==> config.mk <==
export PLATFORM = sky130hd
export DESIGN_NAME = swm_cell
export DESIGN_NICKNAME = d
export VERILOG_FILES = /design/src/hw/rtl/swm_pkg.sv /design/src/hw/rtl/swm_cell.sv
export SDC_FILE = /design/constraint.sdc
export NUM_CORES = 1
export LEC_CHECK = 0
export BUFFER_PORTS_ARGS = -buffer_cell sky130_fd_sc_hd__buf_2
export CELL_PAD_IN_SITES_DETAIL_PLACEMENT = 1
export CELL_PAD_IN_SITES_GLOBAL_PLACEMENT = 1
export CORE_ASPECT_RATIO = 0.9
export CORE_UTILIZATION = 33
export DETAILED_ROUTE_END_ITERATION = 12
export GPL_TIMING_DRIVEN = 0
export PLACE_DENSITY = 0.81
export SLEW_MARGIN = 0
export SYNTH_ARGS = -nofsm -noshare
export SYNTH_HDL_FRONTEND = slang
export SYNTH_SLANG_ARGS = --single-unit
==> constraint.sdc <==
create_clock -name clock -period 4.2 [get_ports clock]
set_input_delay 0.42 -clock clock [delete_from_list [all_inputs] [get_ports clock]]
set_output_delay 0.42 -clock clock [all_outputs]
set_load 0.02 [all_outputs]
==> src/hw/rtl/swm_pkg.sv <==
`timescale 1ns / 1ps
// ----------------------------------------------------------------------------
// swm_pkg: shared types and constants of the running median filter
// Control word broadcast to the cell row and the window register format.
// ----------------------------------------------------------------------------
package swm_pkg;

   localparam int CSR_BITS = 7;
   localparam logic [CSR_BITS-1:0] WINDOW_RESET = 7'd3;

   // step: a word enters; purge: one stale entry leaves; clear: restart window
   typedef struct packed {
      logic step;
      logic purge;
      logic clear;
   } ctl_type;

endpackage

==> src/hw/rtl/swm_cell.sv <==
`timescale 1ns / 1ps
// ----------------------------------------------------------------------------
// swm_cell: one slot of the sorted window
// Holds a value and its age; each update it keeps its entry, takes the
// neighbor's, or takes the new sample.
// ----------------------------------------------------------------------------
module swm_cell #(
   parameter int SAMPLE_BITS = 32,
   parameter int AW          = 6,
   parameter int KW          = 7,
   parameter int INDEX       = 0
) (
   input  logic                          clock,
   input  logic                          reset,
   input  swm_pkg::ctl_type              ctl,
   input  logic signed [SAMPLE_BITS-1:0] new_sample,
   input  logic [KW-1:0]                 k,
   input  logic [KW-1:0]                 fill_next,
   input  logic                          hit_in,
   output logic                          hit_out,
   input  logic signed [SAMPLE_BITS-1:0] left_value,
   input  logic [AW-1:0]                 left_age,
   input  logic                          left_mv_right,
   input  logic signed [SAMPLE_BITS-1:0] right_value,
   input  logic [AW-1:0]                 right_age,
   input  logic                          right_mv_left,
   output logic signed [SAMPLE_BITS-1:0] value,
   output logic [AW-1:0]                 age_nx,
   output logic                          mv_left,
   output logic                          mv_right,
   output logic                          stale,
   output logic                          valid
);
   import swm_pkg::*;

   logic                          valid_ff, valid_in;
   logic signed [SAMPLE_BITS-1:0] value_ff, value_in;
   logic [AW-1:0]                 age_ff, age_in;
   logic                          valid_eff, expire, flag, kept, gt, stay, enable;

   always_comb begin
      valid_eff = valid_ff && !(ctl.step && ctl.clear);
      stale     = valid_ff && (KW'(age_ff) >= k);
      expire    = valid_eff && ((KW'(age_ff) + KW'(1)) >= k);
      flag      = ctl.purge ? stale : expire;
      hit_out   = hit_in | flag;
      kept      = valid_eff && !(flag && !hit_in);
      gt        = ctl.step && kept && (value_ff > new_sample);
      mv_right  = kept && gt && !hit_in;
      mv_left   = kept && hit_in && !gt;
      stay      = kept && (hit_in == gt);
      age_nx    = ctl.step ? age_ff + AW'(1) : age_ff;
      value     = value_ff;
      valid     = valid_ff;
      enable    = ctl.step | ctl.purge;
      valid_in  = fill_next > KW'(INDEX);
      if (right_mv_left) begin
         value_in = right_value;
         age_in   = right_age;
      end else if (left_mv_right) begin
         value_in = left_value;
         age_in   = left_age;
      end else if (stay) begin
         value_in = value_ff;
         age_in   = age_nx;
      end else begin
         value_in = new_sample;
         age_in   = '0;
      end
   end

   always_ff @(posedge clock) begin
      if (reset) begin
         valid_ff <= 1'b0;
      end else if (enable) begin
         valid_ff <= valid_in;
      end
   end

   always_ff @(posedge clock) begin
      if (enable) begin
         value_ff <= value_in;
         age_ff   <= age_in;
      end
   end

endmodule

; ---- Word level (Yosys, flattened, before mapping)
; Index checks and enable logic that the tools add are counted.
[op_classes]
n_addsub = 2
order_cmp = 4
n_eq_ne = 2
mux = 8
bitwise = 2
n_reduce_logical = 18
[ops]
columns = op, count
row1 = 32-bit two-way mux, 3
row2 = 32-bit greater-than comparator, 1
row3 = 6-bit two-way mux, 4
row4 = 1-bit logical AND, 13
row5 = "6-bit by 1-bit adder with 7-bit output, second input constant", 1
row6 = 6-bit by 7-bit >= comparator with 1-bit output, 1
row7 = 7-bit >= comparator, 1
row8 = "7-bit by 1-bit greater-than comparator with 1-bit output, second input constant", 1
row9 = "6-bit by 1-bit adder with 6-bit output, second input constant", 1
row10 = 1-bit logical NOT, 4
row11 = "3-bit != test, second input constant", 1
row12 = 1-bit OR, 2
row13 = 2-bit AND reduction, 1
row14 = 1-bit equality test, 1
row15 = 1-bit two-way mux, 1
[word_totals]
ff_bits = 39
inputBits = 130

; ---- Longest topological paths before layout
; Gate-level depths: netlist (run 1).
[logic_depth]
word_depth = 15
ltp_mapped = 11
ltp_nobuf = 11

; ---- Worst setup path after synthesis (run 1)
; No wires, ideal clock.
[synth_path]
path_kind = flip-flop to flip-flop
from = register age_ff[0]
to = register value_ff[0], in the netlist value[0] (enable)
setup_time_ns = 0.391
arrival_time_ns = 3.154
path_slack_ns = 0.656
path_stages_with_launch = 10
path_buffers = 0
path_cell_list = edfxtp_1 inv_1 ha_1 nand2b_1 a2111oi_0 o41ai_1 nand2_1 a21o_1 o2111ai_4 o21a_1
[synth_between]
elab_cells_between_ends = 15
classes_between = add/sub: 1 / order compare: 2 / eq/ne: 2 / mux: 1 / reduce/logical: 9
[synth_rtl]
columns = item, line
row1 = "start, declared", swm_cell.sv:38  ; logic [AW-1:0] age_ff, age_in;
row2 = "start signal, assigned", swm_cell.sv:83  ; age_ff <= age_in;
row3 = 6-bit by 7-bit >= comparator with 1-bit output (*), swm_cell.sv:43  ; stale = valid_ff && (KW'(age_ff) >= k);
row4 = 1-bit logical AND (*), swm_cell.sv:43
row5 = via stale, swm_cell.sv:31  ; output logic stale,
row6 = 1-bit two-way mux (*), swm_cell.sv:45  ; flag = ctl.purge ? stale : expire;
row7 = 1-bit logical AND (*), swm_cell.sv:47  ; kept = valid_eff && !(flag && !hit_in);
row8 = 1-bit logical NOT (*), swm_cell.sv:47
row9 = 1-bit logical AND (*), swm_cell.sv:47
row10 = 1-bit logical AND (2 in a row), swm_cell.sv:48  ; gt = ctl.step && kept && (value_ff > new_sample);
row11 = 1-bit equality test, swm_cell.sv:51  ; stay = kept && (hit_in == gt);
row12 = 1-bit logical AND (*), swm_cell.sv:51
row13 = 3-bit != test (no line) (*), --
row14 = 2-bit AND reduction (no line) (*), --
row15 = "end signal, assigned", swm_cell.sv:82  ; value_ff <= value_in;
row16 = "end, declared", swm_cell.sv:37  ; logic signed [SAMPLE_BITS-1:0] value_ff, value_in;
; The timed path passes the listed nets; every way through them passes the cells marked *.
; A chain may end at the register's enable or synchronous reset.

; ---- Final worst setup path (run 1)
[layout_path]
from = register age_ff[0]
to = register value_ff[3], in the netlist value[3] (enable)
[layout_between]
elab_chain_cells = 13
elab_cells_between_ends = 15
classes_between = add/sub: 1 / order compare: 2 / eq/ne: 2 / mux: 1 / reduce/logical: 9
[layout_lines]
columns = item, line
row1 = 6-bit by 1-bit adder with 7-bit output, swm_cell.sv:44  ; expire = valid_eff && ((KW'(age_ff) + KW'(1)) >= k);
row2 = 7-bit >= comparator, swm_cell.sv:44
row3 = 1-bit logical AND, swm_cell.sv:44
row4 = 1-bit two-way mux (*), swm_cell.sv:45
row5 = 1-bit logical AND (*), swm_cell.sv:47
row6 = 1-bit logical NOT (*), swm_cell.sv:47
row7 = 1-bit logical AND (*), swm_cell.sv:47
row8 = 1-bit logical AND (2 in a row), swm_cell.sv:48
row9 = 1-bit equality test, swm_cell.sv:51
row10 = 1-bit logical AND (*), swm_cell.sv:51
row11 = 3-bit != test (no line) (*), --
row12 = 2-bit AND reduction (no line) (*), --
; Every way passes the cells marked *; elsewhere a longest branch is shown, timed or not.

==> results of run 1 <==
==> cell type report <==
type / instances / area (µm²)
Multi-Input combinational cell: 271 / 2046
Fill cell: 1226 / 5289
Sequential cell: 39 / 1161
Clock inverter: 3 / 38.79
Tap cell: 126 / 157.7
Buffer: 14 / 52.55
Timing Repair Buffer: 169 / 845.8
Clock buffer: 5 / 125.1
Inverter: 41 / 153.9
==> cell usage after synthesis, types with 2 or more instances <==
library cell,number
ha_1,46
or2_2,2
nor4_1,3
nand4_1,5
mux2i_1,32
nor2_1,6
nor3_1,3
o211ai_1,7
and2_1,2
a31o_2,2
edfxtp_1,38
clkbuf_1,14
a22oi_1,6
and3_1,2
xor2_1,5
o21ai_0,42
nand2_1,49
a21oi_1,15
nor2b_1,3
xnor2_1,4
o21a_1,2
a21o_1,5
inv_1,41
nand3_1,5
o21ai_1,3
==> metal layers <==
metal / share of wire / GRT usage / wire [µm]
met5: 0 / 0 / 0
met4: 0.0083 / 0.04103 / 88
met2: 0.50 / 0.3793 / 5331
met3: 0.077 / 0.05026 / 812
met1: 0.41 / 0.2284 / 4345
==> flip-flops by register name, indices dropped and copies added (netlist names) <==
register / count
age_ff: 6
value: 32
valid: 1
==> power groups by stage <==
stage | registers (mW) | logic (mW) | clock network, mW
6_report | 0.506 | 0.448 | 0.430
5_1_grt | 0.512 | 0.499 | 0.455
4_1_cts | 0.507 | 0.456 | 0.440
3_5_place_dp | 0.515 | 0.454 | 0
3_3_place_gp | 0.513 | 0.433 | 0
2_1_floorplan | 0.552 | 0.233 | 0
==> worst min path at each step <==
| stage | from | to | slack (ns) |
|---|---|---|---|
| floorplan | reset | valid$_SDFFE_PP0P_ | 0.49 |
| global placement | valid$_SDFFE_PP0P_ | valid$_SDFFE_PP0P_ | 0.53 |
| detailed placement | valid$_SDFFE_PP0P_ | valid$_SDFFE_PP0P_ | 0.54 |
| CTS | reset | valid$_SDFFE_PP0P_ | 0.29 |
| global route | reset | valid$_SDFFE_PP0P_ | 0.29 |
| finish | reset | valid$_SDFFE_PP0P_ | 0.30 |
==> metrics by stage <==
step | util | setup TNS [ns] | hold WS (ns)
after floorplan | - | 0 | 0.4921
after global placement | 0.4474 | -0.9119 | 0.5326
after detailed placement | 0.4475 | 0 | 0.5421
after CTS | 0.4641 | 0 | 0.2906
after global routing | 0.4641 | 0 | 0.2907
final | 0.4641 | 0 | 0.2979
==> cell families (layout without fill, tap and decap cells) <==
| logic type | count (synthesis) | in the layout |
|---|---|---|
| AND/OR/NAND/NOR | 87 | 87 |
| multiplexers | 33 | 33 |
| adder cells (fa/ha/maj) | 46 | 46 |
| flip-flops | 39 | 39 |
| XOR/XNOR | 10 | 10 |
| AO/OA/AOI/OAI | 95 | 95 |
| buffers and inverters | 55 | 232 |
==> impl_metrics.yaml, run 1 <==
clock_network:
  cts_hold_buf: 0
  post_cts_buffers: 0
  clockBufferDepth: 2
  clock_sinks: 39
  cts_inserted_buffers: 5
  cts_tree: "yes"
  clock_latency_ns: 0.28
  cts.clk_slew.worst_paths_ns: 0.06
  h-tree-depth: 2
  postCtsResizedCells: 0
  clock_tree.root_cell: "clkbuf_16"
synthesis:
  synth-adder-area-share: 0.1687
  synth_edf_count: 38
  syn_area_um2: 3412
  synth_compound_area_frac: 0.1830
  synth_top_flop_cell: "edfxtp_1"
  syn_area_per_cell_um2: 9.348
  synth_xor_area_frac: 0.02787
  synth_seq_cells: 39
  syn-num-nets: 541
  syn_inst: 365
  yosysUniqueCellTypes: 48
  yosys-top-cells-area: "edfxtp_1 (33%), ha_1 (17%), mux2i_1 (9.4%)"
  synth_top_family_by_area: "compound AO/OA/AOI/OAI gates"
  synth_top_area_cell: "edfxtp_1"
  synth.area.mux_share: 0.09718
  synth-async-reset-ratio: 0
  yosys.area_share.simple: 0.1225
  synth_top_area_share: 0.3344
  seq_area_frac_synth: 0.3403
  yosysWarnings: 0
drt:
  ant_nets: 0
  drc: 0
  num_vias: 3372
  viasPerCell: 5.048
  routed_wl_um: 10580
  drtIter0Drc: 56
  drtPass1Iterations: 4
  wire_per_inst_um: 15.83
floorplanning:
  die_area_um2: 10750
  die_w_um: 109.2
  num_io_pins: 173
  fp.dieH_um: 98.47
  core_area_um2: 9869
  start_util: 0.3457
  row_count: 34
critical_path:
  endpoint: "value[3]$_DFFE_PP_"
  cpMaxStageDelayCell: "o21a_2"
  ff2ff_setup_slack_ns: 0.62
  cp-startpoint: "age_ff[0]$_DFFE_PP_"
  cp-start-kind: "register"
  cp_cell_sequence: "ha_1 -> xor2_1 -> ha_1 -> a21oi_1 -> o21ai_0 -> a21oi_1 -> nand4b_1 -> a31o_2 -> nand3_1 -> o2111ai_4 -> o21a_2"
  worst_ep_required_time_ns: 4.11
  critPathMaxStageDelay_ns: 0.75
  cp_top_family: "compound AO/OA/AOI/OAI gates"
  critical_path_class: "register to register"
  worstRegToRegCells: 11
  r2r_start: "age_ff[0]$_DFFE_PP_"
  crit_cells: 11
  r2r_end: "value[3]$_DFFE_PP_"
  path_buf_inv: 0
  cp_max_fo: 32
  crit_arrival_ns: 3.48
  worstSetupEndpointType: "register"
worst_hold_path:
  holdPathStages: 2
  holdCritPathClass: "primary input to register"
finish:
  layout_common_cells: "buf_2 (169), nand2_1 (49), ha_1 (46), o21ai_0 (42), inv_1 (41)"
  diodes: 0
  synthToLayoutAreaGrowth_pct: 34.25
  mostFrequentLayoutCell: "buf_2"
  post-route-cell-area_um2: 4581
  drive_gt1_frac: 0.3506
  fin_cells: 668
  num-nets-final: 717
placement:
  place_area_um2: 4417
  dp_slack_ns: 0.4219
  dpl.cell_count: 660
  place_hpwl_um: 9099
  gp_congestion: 0.7581
  place.port_buffers: 169
timing:
  period_minus_slack_ns: 3.577
  rsz0062_at_grt: "no"
  setup_violations: 0
  setup_ws_ns: 0.6234
  hold_viol: 0
  max_freq_ghz: 0.2796
  maxSlewHeadroom: 0.4421
  tightest_slew_ns: 0.8368
  period_share: 0.8516
  finClkSkew_ns: 0.004515
  drv_slew: 0
power_and_ir_drop:
  powerDensity_nw_per_um2: 302.1
  intPower_uw: 943.6
  switchingPower_uw: 440.4
  p_comb_frac: 0.324
  p_leak_nw: 2.351
  clockPowerShare: 0.311
  ir_drop_mv: 0.1630
  sequentialPowerShare: 0.366
  total_power_mw: 1.384
  switching_share: 0.3182
global_routing:
  antenna_found_initial: 0
  overflow: 0
  grtUsageTotal: 0.2022
  grt_first_pass_wirelength_um: 16940
  first_global_vias: 3639
  grt_max_degree: 33
status:
  outcome: "finished clean"
run:
  maxCapViolCount: 0
(Power assumes the default switching activity.)
==> run 2, diff against run 1 <==
--- a/config.mk
+++ b/config.mk
@@ -9,10 +9,11 @@
 export CELL_PAD_IN_SITES_DETAIL_PLACEMENT = 1
 export CELL_PAD_IN_SITES_GLOBAL_PLACEMENT = 1
 export CORE_ASPECT_RATIO = 0.9
-export CORE_UTILIZATION = 33
+export CORE_UTILIZATION = 34
+export CTS_BUF_LIST = sky130_fd_sc_hd__clkbuf_2 sky130_fd_sc_hd__clkbuf_4 sky130_fd_sc_hd__clkbuf_8
 export DETAILED_ROUTE_END_ITERATION = 12
 export GPL_TIMING_DRIVEN = 0
-export PLACE_DENSITY = 0.81
+export PLACE_DENSITY = 0.83
 export SLEW_MARGIN = 0
 export SYNTH_ARGS = -nofsm -noshare
 export SYNTH_HDL_FRONTEND = slang
==> run 2 against run 1 <==
Net effect: critical path type unchanged; worst setup slack got worse by 0.011 ns; first-iteration DRC count fell by 7.1%; register-to-register slack about the same; critical path depth fell by 2; die area is 2.9% lower; sequential share of layout area up 0.32 points; clock skew is 0.0088 ns higher.
==> impl_metrics.yaml, run 2 (synthesized netlist as in run 1, its figures left out) <==
floorplanning:
  start_util: 0.3518
  row_count: 34
  num_io_pins: 173
  die_w_um: 107.6
  fp.dieH_um: 97.04
  core_area_um2: 9699
  die_area_um2: 10440
global_routing:
  overflow: 0
  first_global_vias: 3641
  grt_first_pass_wirelength_um: 16930
  grtUsageTotal: 0.2066
  grt_max_degree: 33
  antenna_found_initial: 0
drt:
  num_vias: 3366
  viasPerCell: 5.046
  drc: 0
  wire_per_inst_um: 15.90
  drtIter0Drc: 52
  routed_wl_um: 10600
  ant_nets: 0
  drtPass1Iterations: 4
power_and_ir_drop:
  powerDensity_nw_per_um2: 280.3
  ir_drop_mv: 0.1407
  p_leak_nw: 2.320
  total_power_mw: 1.268
clock_network:
  clockBufferDepth: 2
  cts_inserted_buffers: 5
  cts.clk_slew.worst_paths_ns: 0.09
  cts_tree: "yes"
  cts_hold_buf: 0
  clock_sinks: 39
  h-tree-depth: 2
  clock_tree.root_cell: "clkbuf_8"
  post_cts_buffers: 0
  postCtsResizedCells: 0
  clock_latency_ns: 0.29
critical_path:
  worstSetupEndpointType: "register"
  cp-startpoint: "value[15]$_DFFE_PP_"
  ff2ff_setup_slack_ns: 0.61
  critical_path_class: "register to register"
  r2r_start: "value[15]$_DFFE_PP_"
  crit_arrival_ns: 3.50
  cp-start-kind: "register"
  endpoint: "value[0]$_DFFE_PP_"
  cp_max_fo: 32
  r2r_end: "value[0]$_DFFE_PP_"
  worst_ep_required_time_ns: 4.11
  worstRegToRegCells: 9
timing:
  maxSlewHeadroom: 0.4342
  tightest_slew_ns: 0.8487
  finClkSkew_ns: 0.01334
  setup_violations: 0
  hold_viol: 0
  drv_slew: 0
  max_freq_ghz: 0.2788
  period_minus_slack_ns: 3.587
  holdWs_ns: 0.2883
  period_share: 0.8541
  setup_ws_ns: 0.6129
  rsz0062_at_grt: "no"
finish:
  synthToLayoutAreaGrowth_pct: 32.56
  drive_gt1_frac: 0.3512
  diodes: 0
  fin_cells: 667
  largest_register_ffs: 32
  layout_common_cells: "buf_2 (169), nand2_1 (49), ha_1 (46), o21ai_0 (42), inv_1 (41)"
  num-nets-final: 717
  mostFrequentLayoutCell: "buf_2"
status:
  outcome: "finished clean"
placement:
  gp_congestion: 0.7751
  place.port_buffers: 169
  place_hpwl_um: 9012
  dpl.cell_count: 660
  dp_slack_ns: 0.4557
worst_hold_path:
  holdCritPathClass: "primary input to register"
run:
  maxCapViolCount: 0
==> run 2: cell types whose count changed in the layout (fill, tap and decap cells not counted), sizes merged <==
cell / before / now
clkinv: 2 / 0
clkinvlp: 0 / 1
==> run 2: layout make-up <==
| class | instances | area [µm²] |
|---|---|---|
| fill | 1237 | 5176 |
| multi-input combinational | 271 | 2046 |
| sequential | 39 | 1161 |
| timing repair buffer | 169 | 845.8 |
| tap | 126 | 157.7 |
| inverter | 41 | 153.9 |
| clock buffer | 5 | 68.82 |
| buffer | 14 | 52.55 |
| clock inverter | 2 | 37.54 |
==> run 2: stage by stage <==
stage / utilization / TNS [ns] / area (µm²)
floorplan: - / 0 / 3412
global placement: 0.4552 / -1.263 / 4415
detailed placement: 0.4554 / 0 / 4417
CTS: 0.4663 / 0 / 4523
global route: 0.4663 / 0 / 4523
finish: 0.4663 / 0 / 4523
==> run 2: routing by layer <==
| layer | vias to the layer above | global-route usage | wire [µm] |
|---|---|---|---|
| li1 | 1671 | - | - |
| met1 | 1575 | 0.2388 | 4453 |
| met2 | 114 | 0.3841 | 5344 |
| met3 | 6 | 0.04919 | 723 |
| met4 | 0 | 0.03583 | 80 |
| met5 | - | 0 | 0 |
==> run 2: worst min-delay path by stage <==
stage                  startpoint                  to  slack, ns  cells after the start
2_1_floorplan               reset  valid$_SDFFE_PP0P_       0.49                      1
4_1_cts                     reset  valid$_SDFFE_PP0P_       0.28                      2
5_1_grt                     reset  valid$_SDFFE_PP0P_       0.27                      2
6_report                    reset  valid$_SDFFE_PP0P_       0.29                      2
3_3_place_gp   valid$_SDFFE_PP0P_  valid$_SDFFE_PP0P_       0.53                      2
3_5_place_dp   valid$_SDFFE_PP0P_  valid$_SDFFE_PP0P_       0.54                      2
==> run 2: worst max-delay path, stage by stage, from the launching register on <==
cell	delay [ns]
edfxtp_1	0.43
ha_1	0.38
a21oi_1	0.16
o21ai_0	0.15
o31a_2	0.42
a211o_2	0.32
or2_1	0.22
clkbuf_1	0.17
o21ai_0	0.22
o21a_2	0.71
==> run 2: report_power, final <==
part	internal, mW	switching (mW)
Sequential	0.477	0.0286
Combinational	0.188	0.259
Clock	0.174	0.141
Total	0.839	0.429
==> run 3, diff against run 2 <==
--- a/config.mk
+++ b/config.mk
@@ -9,11 +9,11 @@
 export CELL_PAD_IN_SITES_DETAIL_PLACEMENT = 1
 export CELL_PAD_IN_SITES_GLOBAL_PLACEMENT = 1
 export CORE_ASPECT_RATIO = 0.9
-export CORE_UTILIZATION = 34
-export CTS_BUF_LIST = sky130_fd_sc_hd__clkbuf_2 sky130_fd_sc_hd__clkbuf_4 sky130_fd_sc_hd__clkbuf_8
+export CORE_MARGIN = 10
+export CORE_UTILIZATION = 33
 export DETAILED_ROUTE_END_ITERATION = 12
 export GPL_TIMING_DRIVEN = 0
-export PLACE_DENSITY = 0.83
+export PLACE_DENSITY = 0.81
 export SLEW_MARGIN = 0
 export SYNTH_ARGS = -nofsm -noshare
 export SYNTH_HDL_FRONTEND = slang
==> run 3 against run 2 <==
Net effect: worst setup slack worse by 0.12 ns; core utilization down 1.6 points; clock power up 35%; routed wire length up 20%; count of clock-buffer cells in the layout up 1; die area up 42%; via count up 1.7%; maximum frequency down 3.1%; sequential share of layout area down 0.32 points; hold slack better by 0.014 ns; critical path type unchanged.
==> impl_metrics.yaml, run 3 (synthesized netlist as in run 1, its figures left out) <==
timing:
  tightest_slew_ns: 0.8838
  drv_slew: 0
  fin_tns_setup_ns: 0
  rsz0062_at_grt: "no"
  finClkSkew_ns: 0.005814
  hold_viol: 0
  period_share: 0.8816
  setup_ws_ns: 0.4972
  period_minus_slack_ns: 3.703
  maxSlewHeadroom: 0.4108
  max_freq_ghz: 0.2701
  setup_violations: 0
clock_network:
  h-tree-depth: 2
  cts.clk_slew.worst_paths_ns: 0.06
  cts_inserted_buffers: 5
  cts_hold_buf: 0
  post_cts_buffers: 0
  clockBufferDepth: 2
  cts_tree: "yes"
  postCtsResizedCells: 0
  clock_tree.root_cell: "clkbuf_16"
  clock_sinks: 39
  clock_latency_ns: 0.28
critical_path:
  ff2ff_setup_slack_ns: 0.50
  critical_path_class: "register to register"
  r2r_start: "age_ff[0]$_DFFE_PP_"
  cp_max_fo: 32
  worst_ep_required_time_ns: 4.10
  worstSetupEndpointType: "register"
  r2r_end: "value[24]$_DFFE_PP_"
  worstRegToRegCells: 9
  cp-start-kind: "register"
  crit_arrival_ns: 3.60
status:
  outcome: "finished clean"
worst_hold_path:
  min-delay-start: "reset"
  holdCritPathClass: "primary input to register"
  holdPathStages: 2
  hold_path_end: "valid$_SDFFE_PP0P_"
placement:
  dpl.cell_count: 663
  dp_slack_ns: 0.4105
  gp_congestion: 0.7923
  place_hpwl_um: 10950
  place.port_buffers: 169
global_routing:
  first_global_vias: 3895
  grt_max_degree: 33
  antenna_found_initial: 1
  grt_first_pass_wirelength_um: 19590
  grtUsageTotal: 0.1637
  overflow: 0
finish:
  largest_register_ffs: 32
  synthToLayoutAreaGrowth_pct: 34.21
  final_core_util: 0.4507
  layout_common_cells: "buf_2 (169), nand2_1 (49), ha_1 (46), o21ai_0 (42), inv_1 (41)"
  fin_cells: 670
  drive_gt1_frac: 0.3494
  mostFrequentLayoutCell: "buf_2"
  diodes: 0
  num-nets-final: 717
drt:
  drtIter0Drc: 138
  routed_wl_um: 12690
  drtPass1Iterations: 4
  viasPerCell: 5.107
  ant_nets: 0
  wire_per_inst_um: 18.95
  drc: 0
  num_vias: 3422
floorplanning:
  fp.dieH_um: 116.5
  start_util: 0.3358
  die_w_um: 127.2
  row_count: 35
  num_io_pins: 173
  core_area_um2: 10160
  die_area_um2: 14810
run:
  maxCapViolCount: 0
power_and_ir_drop:
  powerDensity_nw_per_um2: 303.1
  ir_drop_mv: 0.1730
  p_leak_nw: 2.346
  total_power_mw: 1.388
-- run 3: area by class of cell --
class                           count  area, µm²
Fill cell                        1264       5580
Multi-Input combinational cell    271       2046
Sequential cell                    39       1161
Timing Repair Buffer              169      845.8
Tap cell                          129      161.4
Inverter                           41      153.9
Clock buffer                        6      128.9
Buffer                             14      52.55
Clock inverter                      1      30.03
-- run 3: critical path, cell delays in order, from the launching register on --
cell,delay [ns]
edfxtp_1,0.46
inv_1,0.07
ha_1,0.28
nand2b_1,0.15
a2111oi_0,0.60
o41ai_1,0.28
a21oi_1,0.22
nand3_1,0.16
o2111ai_4,0.31
o21a_2,0.78
-- run 3: power breakdown --
part	total, mW	internal (mW)	switching [mW]
combinational	0.458	0.188	0.270
clock	0.425	0.277	0.147
sequential	0.506	0.478	0.0280
total	1.39	0.943	0.445
-- run 3: metal layers --
metal  share of wire  global-route usage
met1            0.39              0.1715
met4           0.021             0.04625
met2            0.52              0.3088
met5          0.0010                   0
met3           0.063             0.05082
-- run 3: through the flow --
| step | cell area [µm²] | hold slack, ns |
|---|---|---|
| global route | 4579 | 0.3025 |
| floorplan | 3412 | 0.4921 |
| detailed placement | 4420 | 0.5783 |
| finish | 4579 | 0.3021 |
| CTS | 4579 | 0.2948 |
| global placement | 4419 | 0.5637 |
-- run 3: worst max path at each step --
stage / endpoint / startpoint / cells after the start / slack [ns]
CTS: value[21]$_DFFE_PP_ / age_ff[0]$_DFFE_PP_ / 9 / 0.55
global route: value[23]$_DFFE_PP_ / age_ff[0]$_DFFE_PP_ / 9 / 0.26
detailed placement: value[21]$_DFFE_PP_ / new_sample[28] / 11 / 0.41
global placement: value[22]$_DFFE_PP_ / new_sample[11] / 11 / -0.05
finish: value[24]$_DFFE_PP_ / age_ff[0]$_DFFE_PP_ / 9 / 0.50
floorplan: value[0]$_DFFE_PP_ / age_ff[0]$_DFFE_PP_ / 9 / 0.66
